==> src/hdl/scbpa_pkg.sv <==
package scbpa_pkg;

  localparam int SpanBits   = 28;
  localparam int AlignBytes = 16;
  localparam int MaxBlocks  = 256;
  localparam int PoolSlots  = 4;

  localparam int PoolW  = 2;
  localparam int IdxW   = 8;
  localparam int CntW   = 9;
  localparam int BytesW = 21;
  localparam int SizeW  = 22;
  localparam int AddrW  = 31;
  localparam int ProdW  = 31;
  localparam int RemW   = 30;
  localparam int IdxTopW = 4;

  // Low bit of a register index selects the field of a pool.
  localparam logic CfgSelBytes = 1'b0;
  localparam logic CfgSelCount = 1'b1;

  typedef enum logic [3:0] {
    ST_POOLED      = 4'd0,
    ST_ZERO_HEAP   = 4'd1,
    ST_EXHAUSTED   = 4'd2,
    ST_OVERSIZE    = 4'd3,
    ST_FREED       = 4'd4,
    ST_FOREIGN     = 4'd5,
    ST_NULL        = 4'd6,
    ST_DOUBLE_FREE = 4'd7,
    ST_MISALIGNED  = 4'd8
  } status_e;

  typedef enum logic [3:0] {
    S_IDLE, S_ASCAN, S_ASEL, S_AIDX, S_ASET,
    S_FMUL, S_FCMP, S_FDIV, S_FCHK, S_FUSE, S_EMIT
  } state_e;

  typedef enum logic [1:0] {
    AR_NOP, AR_MUL, AR_DIV_LOAD, AR_DIV_STEP
  } arith_op_e;

  typedef struct packed {
    logic                 func;
    logic [31:0]          request_bytes;
    logic [AddrW-1:0]     free_address;
  } in_req_t;

  typedef struct packed {
    status_e              status;
    logic [AddrW-1:0]     block_address;
    logic [PoolW-1:0]     pool_number;
    logic [CntW-1:0]      blocks_free;
  } out_rsp_t;

  typedef struct packed {
    arith_op_e            op;
    logic [SizeW-1:0]     size;
    logic [CntW-1:0]      mult;
    logic [RemW-1:0]      offset;
  } arith_req_t;

  typedef struct packed {
    logic [ProdW-1:0]     prod;
    logic [RemW-1:0]      rem;
    logic [IdxW-1:0]      quo;
  } arith_rsp_t;

  function automatic logic [SizeW-1:0] round_size(input logic [BytesW-1:0] bytes);
    logic [SizeW-1:0] sum;
    sum = {1'b0, bytes} + SizeW'(AlignBytes - 1);
    return sum & ~SizeW'(AlignBytes - 1);
  endfunction

  function automatic logic [AddrW-1:0] pool_base(input logic [PoolW-1:0] p);
    return AddrW'({1'b0, p} + 3'd1) << SpanBits;
  endfunction

endpackage

==> src/hdl/scbpa_arith.sv <==
module scbpa_arith (
  input  logic                  clk_i,
  input  scbpa_pkg::arith_req_t req_i,
  output scbpa_pkg::arith_rsp_t rsp_o
);
  import scbpa_pkg::*;

  logic [ProdW-1:0]   prod_q;
  logic [RemW-1:0]    rem_q;
  logic [SizeW+6:0]   dsh_q;
  logic [IdxW-1:0]    quo_q;
  logic               fits;

  // One restoring division step: the divisor walks down one bit per cycle.
  assign fits = rem_q >= RemW'(dsh_q);

  always_ff @(posedge clk_i) begin
    unique case (req_i.op)
      AR_MUL: begin
        prod_q <= ProdW'(req_i.size) * ProdW'(req_i.mult);
      end
      AR_DIV_LOAD: begin
        rem_q <= req_i.offset;
        dsh_q <= {req_i.size, 7'd0};
        quo_q <= '0;
      end
      AR_DIV_STEP: begin
        if (fits) begin
          rem_q <= rem_q - RemW'(dsh_q);
        end
        quo_q <= {quo_q[IdxW-2:0], fits};
        dsh_q <= dsh_q >> 1;
      end
      AR_NOP: begin
      end
    endcase
  end

  assign rsp_o = '{prod: prod_q, rem: rem_q, quo: quo_q};

endmodule

==> config.mk <==
export PLATFORM = sky130hd
export DESIGN_NAME = scbpa_arith
export DESIGN_NICKNAME = d
export VERILOG_FILES = /design/src/hdl/scbpa_pkg.sv /design/src/hdl/scbpa_arith.sv
export SDC_FILE = /design/constraint.sdc
export NUM_CORES = 1
export LEC_CHECK = 0
export ABC_AREA = 1
export BUFFER_PORTS_ARGS = -buffer_cell sky130_fd_sc_hd__buf_4
export CORE_ASPECT_RATIO = 1.4
export CORE_MARGIN = 8
export CORE_UTILIZATION = 45
export CTS_CLUSTER_DIAMETER = 60
export DETAILED_ROUTE_END_ITERATION = 8
export SLEW_MARGIN = 40
export SYNTH_ARGS = -nofsm -noshare
export SYNTH_HDL_FRONTEND = slang
export SYNTH_SLANG_ARGS = --single-unit
==> constraint.sdc <==
create_clock -name clk_i -period 7.9 [get_ports clk_i]
set_input_delay 0.79 -clock clk_i [delete_from_list [all_inputs] [get_ports clk_i]]
set_output_delay 0.79 -clock clk_i [all_outputs]
set_load 0.1 [all_outputs]
# Word level (Yosys, flattened, before mapping)
# Cells that the tools add are included.
# classes
n_addsub	1
n_mul	1
div_mod_pow	0
order_cmp	1
eq_ne	4
n_shift	0
n_mux	4
n_bitwise	0
reduce_logical	2
# ops
operator	n
$pmux W30 S2	1
$pmux W29 S2	1
$mul A22 B9 Y31	1
$ge A30 B29 Y1	1
$mux W30	1
$sub A30 B29 Y30	1
$pmux W8 S2	1
$eq A2 B2 Y1 const B	2
$eq A2 B1 Y1 const B	1
$ne A2 B2 Y1 const B	1
$reduce_and A2 Y1	1
$reduce_bool A2 Y1	1
# word_totals
ff_bits	98
latchBits	0
ram_bits	0
rom_bits	0
inputBits	64
out_inout_bits	69
word_cells	17
mem_count	0

# Depth between registers and ports, before layout
# Gate-level depths: netlist of run 1.
# depth
depth_word	3
depth_mapped	22
ltp_nobuf	21

# Worst setup path after synthesis of run 1
# No wires, ideal clock.
# synth_timing
path_kind	input-to-reg
startpoint	input req_i[44] (netlist name)
endpoint	register prod_q[22] (data pin)
setup_ns	0.252
arrival_ns	4.470
required_ns	7.648
path_slack_ns	3.178
cell_stages	20
path_buffers	1
cell_sequence	clkbuf_1 > nand2_1 > fa_1 > inv_1 > fa_1 > inv_1 > fa_1 > fa_1 > inv_1 > ha_1 > a21oi_1 > o21ai_2 > nand2_2 > nand2_4 > nand2_4 > nand2_4 > a21oi_1 > inv_1 > nand2_1 > nand2_1
# synth_between
elab_chain_len	1
# synth_rtl
element	line_no	rtl
from (decl)	scbpa_arith.sv:3	input scbpa_pkg::arith_req_t req_i,
$mul A22 B9 Y31	scbpa_arith.sv:20	prod_q <= ProdW'(req_i.size) * ProdW'(req_i.mult);
to (signal assigned)	scbpa_arith.sv:20	
to (decl)	scbpa_arith.sv:8	logic [ProdW-1:0] prod_q;
# Every way passes these cells.
# A chain may end at the register's enable or synchronous reset.

# Worst setup path in the final report of run 1
# layout_timing
startpoint	input req_i[33] (netlist name)
endpoint	register prod_q[29] (data pin)
# The elaborated chain is that of the path after synthesis.

==> results of run 1 <==
==> cell type report <==
type / instances / area, um^2
fill: 2780 / 13300
sequential: 98 / 2940
clock inverter: 7 / 71.3
inverter: 452 / 1700
multi-input combinational: 1113 / 7780
clock buffer: 9 / 225
timing repair buffer: 135 / 1050
tap: 370 / 463
==> through the flow <==
step / setup slack, ns / power, mW / instance area (um^2) / hold slack, ns / utilization, %
final: 3.01 / 4.61 / 14200 / 0.573 / 51.6
after global routing: 2.72 / 5.05 / 14200 / 0.592 / 51.6
after floorplan: 3.18 / 3.35 / 12600 / 0.534 / -
after detailed placement: 2.63 / 4.13 / 13900 / 0.553 / 50.6
after global placement: 2.65 / 4.13 / 13900 / 0.547 / 50.3
after CTS: 3.01 / 4.65 / 14200 / 0.576 / 51.6
==> layer usage <==
metal / vias to the layer above / global-route usage, % / part of all wire, %
met2: 193 / 40.1 / 54
li1: 5279 / - / -
met4: 0 / 8.31 / 3.2
met3: 58 / 3.01 / 3.9
met1: 4985 / 23.3 / 39
met5: - / 0 / 0
==> flip-flops by register name, indices dropped and copies added (netlist names) <==
signal / count
quo_q: 8
prod_q: 31
rem_q: 30
dsh_q: 29
==> worst register-to-register path: stages (launching register included) <==
cell and delay (ns):
edfxtp_1 0.35, inv_1 0.06, ha_1 0.23, fa_1 0.36, inv_1 0.13, nand3_1 0.11
nand3_2 0.13, nand2_1 0.06, nand2_1 0.17, nand2_1 0.08, nand2_1 0.09, nand2_1 0.05
nand3_1 0.07, nand2_1 0.11, nand2_1 0.10, buf_4 0.37
==> cells in the mapped netlist, types with 2 or more instances <==
master,number,area (um^2)
nand2_4,3,33.8
nor2_1,86,323
nor2_2,4,25.0
edfxtp_1,98,2940
or2_2,3,18.8
xnor2_1,16,140
nor3_1,9,45.0
nand3_1,59,295
inv_1,450,1690
nor3_2,4,40.0
fa_1,142,2840
buf_1,4,15.0
nand3b_1,6,45.0
o21ai_1,2,10.0
a21oi_2,2,17.5
nand2_1,546,2050
xor2_1,12,105
a21oi_1,55,275
clkbuf_1,47,176
a21boi_0,2,15.0
nand4_1,12,75.1
o21ai_0,49,245
buf_2,2,10.0
nand2_2,8,50.1
ha_1,80,1000
o21bai_1,6,45.0
==> final timing paths <==
| kind | start | end | slack, ns | cells past startpoint |
|---|---|---|---|---|
| worst min register to register | dsh_q[6] | dsh_q[5] | 0.57 | 2 |
| worst min-delay path | dsh_q[6] | dsh_q[5] | 0.57 | 2 |
| worst max register to register | rem_q[0] | rem_q[29] | 5.07 | 15 |
| worst max-delay path | req_i[33] | prod_q[29] | 3.01 | 18 |
==> cell families (layout without fill, tap and decap cells) <==
family / Yosys count / in the layout
adder cells (fa/ha/maj): 222 / 222
XOR/XNOR: 29 / 29
flip-flops: 98 / 98
AND/OR/NAND/NOR: 742 / 742
AO/OA/AOI/OAI: 120 / 120
buffers and inverters: 505 / 603
==> report_power, final <==
part | switching (mW) | internal [mW] | leakage, nW
Combinational | 2.30 | 1.01 | 7.07
Clock | 0.249 | 0.225 | 0.145
Sequential | 0.0399 | 0.783 | 0.949
==> run metrics, run 1 <==
crit end category register; clock tree sinks 98; Pleak 8.16 nW; largest net degree at the start of global routing 102; via count 10,500; Worst Path Arrival 5.03 ns; Mapped Area 12,600 um^2; layout cell share with drive strength beyond 1 9.98%; Cell Count Post-Placement 2,168; Critical Path RT 8.04 ns; CP Cell Sequence buf_4, nand2_1, fa_1, fa_1, inv_1, fa_1, inv_1, fa_1, inv_1, ha_1, a21oi_1, nand2_1, nand2_1, nand2_1, nand2_1, nand2_1, nand2_1, nand2_1; die area 33,700 um^2; Layout Skew 0.0106 ns; num rows 72; Final Setup Violations 0; number of synthesized flops with an enable pin 98; wirelength, routed 34.2 mm; Tot GR Track Use 21.3%; post-synthesis compound-gate area fraction 5.06%; DRT iter0 DRCs 434; Synth-to-Final Area Change 13.0%; Fmax 204 MHz; initial antenna violation count 0; core footprint 27,600 um^2; CTS tree done; Starting Density 45.7%; # nets final 2,095; post-synthesis mux area share 0%; GP Congestion 0.929; most common cell after layout, fill and taps aside nand2_1; Main synth FF type edfxtp_1; Avg Cell Area, Syn 7.34 um^2; RSZ-0062 raised after global routing false; asr flop ratio synth 0%; relative slew slack 50.7%; Min-Delay Path Class reg -> reg; total gr overflow 0; setup TNS 0 ns; post-cts sizing count 0; Synth Instances 1,716; CP max stage delay 0.56 ns; sequential-to-total area share from yosys stat 23.4%; Setup crit start kind input port; Max Slew Vio Count 0; total of max-cap violations 0; setup bufs post-CTS 0; maximum buffer depth of the clock tree 2; post-DR wirelength/cell 15.7 um; xor/xnor share of the synthesized area 2.08%; CP top delay family adder cells; Synth Area in Adders 30.5%; crit path max-delay cell type fa_1; Max IR drop VDD 0.000396 V; critical path class in -> reg; Ys Warns 0; status completed; Synth Area in Simple Gates 23.9%; drt first pass iters 5; Mapped Nets 2,002; final hold vios 0; height of the chip 214 um; largest family of logic cells by synthesized area adder cells; Port Buffers 132; most frequent cells in the layout 545 x nand2_1, 450 x inv_1, 142 x fa_1; CTS buffer count 9; Synth cell types 35; IO Count 133; H-tree depth 3; # diodes 0; first-pass GRT wire length 56.9 mm; hold-fix buffer count after cts 0; vias in the first global route 11,400; Final Non-Filler Cells 2,184; Tmin final 4.89 ns; Final period util 61.9%; Pwr Density 324 nW/um^2; crit-path max FO 22; worst skew pair latency 0.38 ns; Vias/cell 4.81; Die X 157 um; WP buf/inv 4; root buffer cell clkbuf_16; most used cell, CP nand2_1; Worst Tran Pin Value 0.734 ns; CTS clk-pin slew, worst paths 0.08 ns; drc violations 0; Final ANT Viol Nets 0; Yosys reg bits 98; post-DP HPWL 28.0 mm
No activity file was read; power rests on OpenSTA's default activity.
==> run 2: changes to the inputs <==
clock period = 4.5 ns   (was 7.9 ns; I/O delays follow)
==> run metrics, run 2 (same netlist as run 1, synthesis figures left out) <==
Max Slew Vio Count 0 (unchanged); hold-fix buffer count after cts 0 (unchanged); Die X 157 um (unchanged); first-pass GRT wire length 57.6 mm (+1.2%); DRT iter0 DRCs 441 (+1.6%); Tmin final 4.25 ns; Layout Skew 0.00788 ns (-0.00269 ns); biggest registers after layout prod_q (31), rem_q (30), dsh_q (29); CTS tree done; RSZ-0062 raised after global routing false; Vias/cell 4.83 (+0.25%); Starting Density 45.7% (unchanged); CTS clk-pin slew, worst paths 0.08 ns (about the same); post-DR wirelength/cell 15.5 um (-0.91%); Hold Path Depth 3 (+1); most common cell after layout, fill and taps aside nand2_1; CTS buffer count 9 (unchanged); most frequent cells in the layout 545 x nand2_1, 450 x inv_1, 199 x buf_4; largest net degree at the start of global routing 41 (-60%); GP Congestion 0.929 (about the same); final hold vios 0 (unchanged); # nets final 2,164 (+3.3%); crit end category register; post-DP HPWL 29.5 mm (+5.3%); Max IR drop VDD 0.000886 V (+120%); Final Setup Violations 0 (unchanged); setup bufs post-CTS 0 (unchanged); number of flip-flops in the largest register 31 (unchanged); die area 33,700 um^2 (unchanged); drc violations 0 (unchanged); CP Cell Sequence buf_4, nand2_1, fa_1, fa_1, inv_1, fa_1, inv_1, fa_1, inv_1, ha_1, a21oi_1, nand2_1, nand2_1, nand2_1, nand2_1, nand2_1, nand2_1, nand2_1; post-cts sizing count 0 (unchanged); Fmax 235 MHz; core footprint 27,600 um^2 (unchanged); CP max stage delay 0.55 ns (about the same); Worst Tran Pin Value 0.706 ns (-0.0280 ns); reg2reg start rem_q[0]; status completed; clock tree sinks 98 (unchanged); Setup crit start kind input port; vias in the first global route 11,600 (+1.7%); H-tree depth 3 (unchanged); crit path max-delay cell type fa_1; num rows 72 (unchanged); Pwr Density 598 nW/um^2 (+85%); Min-Delay Path Class in -> reg; worst reg2reg path depth 15 (unchanged); Hold EP rem_q[15]; root buffer cell clkbuf_16; via count 10,900 (+3.4%); setup TNS 0 ns (unchanged); overall power 8.85 mW (+92%); Worst Path Arrival 4.39 ns (-0.64 ns); Port Buffers 132 (unchanged); drt first pass iters 5 (unchanged); most used cell, CP nand2_1; initial antenna violation count 0 (unchanged); Pleak 8.52 nW (+4.4%); wirelength, routed 35.0 mm (+2.2%); total gr overflow 0 (unchanged); reg2reg setup slack 1.68 ns (-3.39 ns); crit-path max FO 18 (-18%); Hold Crit Start req_i[15]; relative slew slack 52.6% (+1.9 points); Synth-to-Final Area Change 17.4%; Fillers 2,778 (-0.072%); worst skew pair latency 0.38 ns (about the same); height of the chip 214 um (unchanged); # diodes 0 (unchanged); maximum buffer depth of the clock tree 2 (unchanged); Final period util 94.4%; critical path class in -> reg; WHS 0.339 ns (-0.235 ns); layout cell share with drive strength beyond 1 13.3% (+3.3 points); total of max-cap violations 0 (unchanged); Tot GR Track Use 21.7% (+0.38 points); Most flops, register prod_q; DP Area 14,500 um^2 (+3.9%); Critical Path RT 4.64 ns (-3.40 ns); Final ANT Viol Nets 0 (unchanged); crit path launch req_i[33]; post-route cell area 14,800 um^2 (+3.9%); IO Count 133 (unchanged); R2R Path End rem_q[28]
[run 2: through the flow]
stage          std cells  util (%)  worst slack [ns]
2_1_floorplan       1716         -             0.118
3_3_place_gp        2234      52.3            -0.131
3_5_place_dp        2237      52.6            -0.115
4_1_cts             2253      53.6             0.277
5_1_grt             2253      53.6            0.0546
6_report            2253      53.6             0.252
[run 2: worst max-delay path, delay by kind of cell]
kind / cells / cell delay [ns]
fa+ha+maj: 5 / 2.49
simple gates: 8 / 0.81
buf+inv: 4 / 0.39
compound gates: 1 / 0.24
[run 2: area by class of cell]
cell class              instances  area (um^2)  area share, %
repair buffers                204         1610           10.9
multi-input cells            1113         7770           52.6
flip-flops and latches         98         2940           19.9
well taps                     370          463           3.13
clock inverters                 7         76.3          0.516
clock buffers                   9          225           1.52
inverters                     452         1700           11.5
[run 2: metal layers]
| layer | global-route usage (%) | vias up | part of all wire, % |
|---|---|---|---|
| met5 | 0 | - | 0 |
| met3 | 3.45 | 67 | 4.6 |
| met2 | 41.3 | 230 | 55 |
| li1 | - | 5406 | - |
| met1 | 22.9 | 5171 | 37 |
| met4 | 8.78 | 0 | 3.4 |
[run 2: power by group]
group	internal [mW]	switching, mW	leakage [nW]
logic	2.35	4.21	7.42
clock network	0.397	0.437	0.149
registers	1.38	0.0771	0.949
[run 2: worst max path at each step]
stage | slack, ns | end
2_1_floorplan | 0.12 | prod_q[22]
3_3_place_gp | -0.13 | prod_q[25]
3_5_place_dp | -0.12 | prod_q[25]
4_1_cts | 0.28 | prod_q[25]
5_1_grt | 0.05 | prod_q[15]
6_report | 0.25 | prod_q[29]
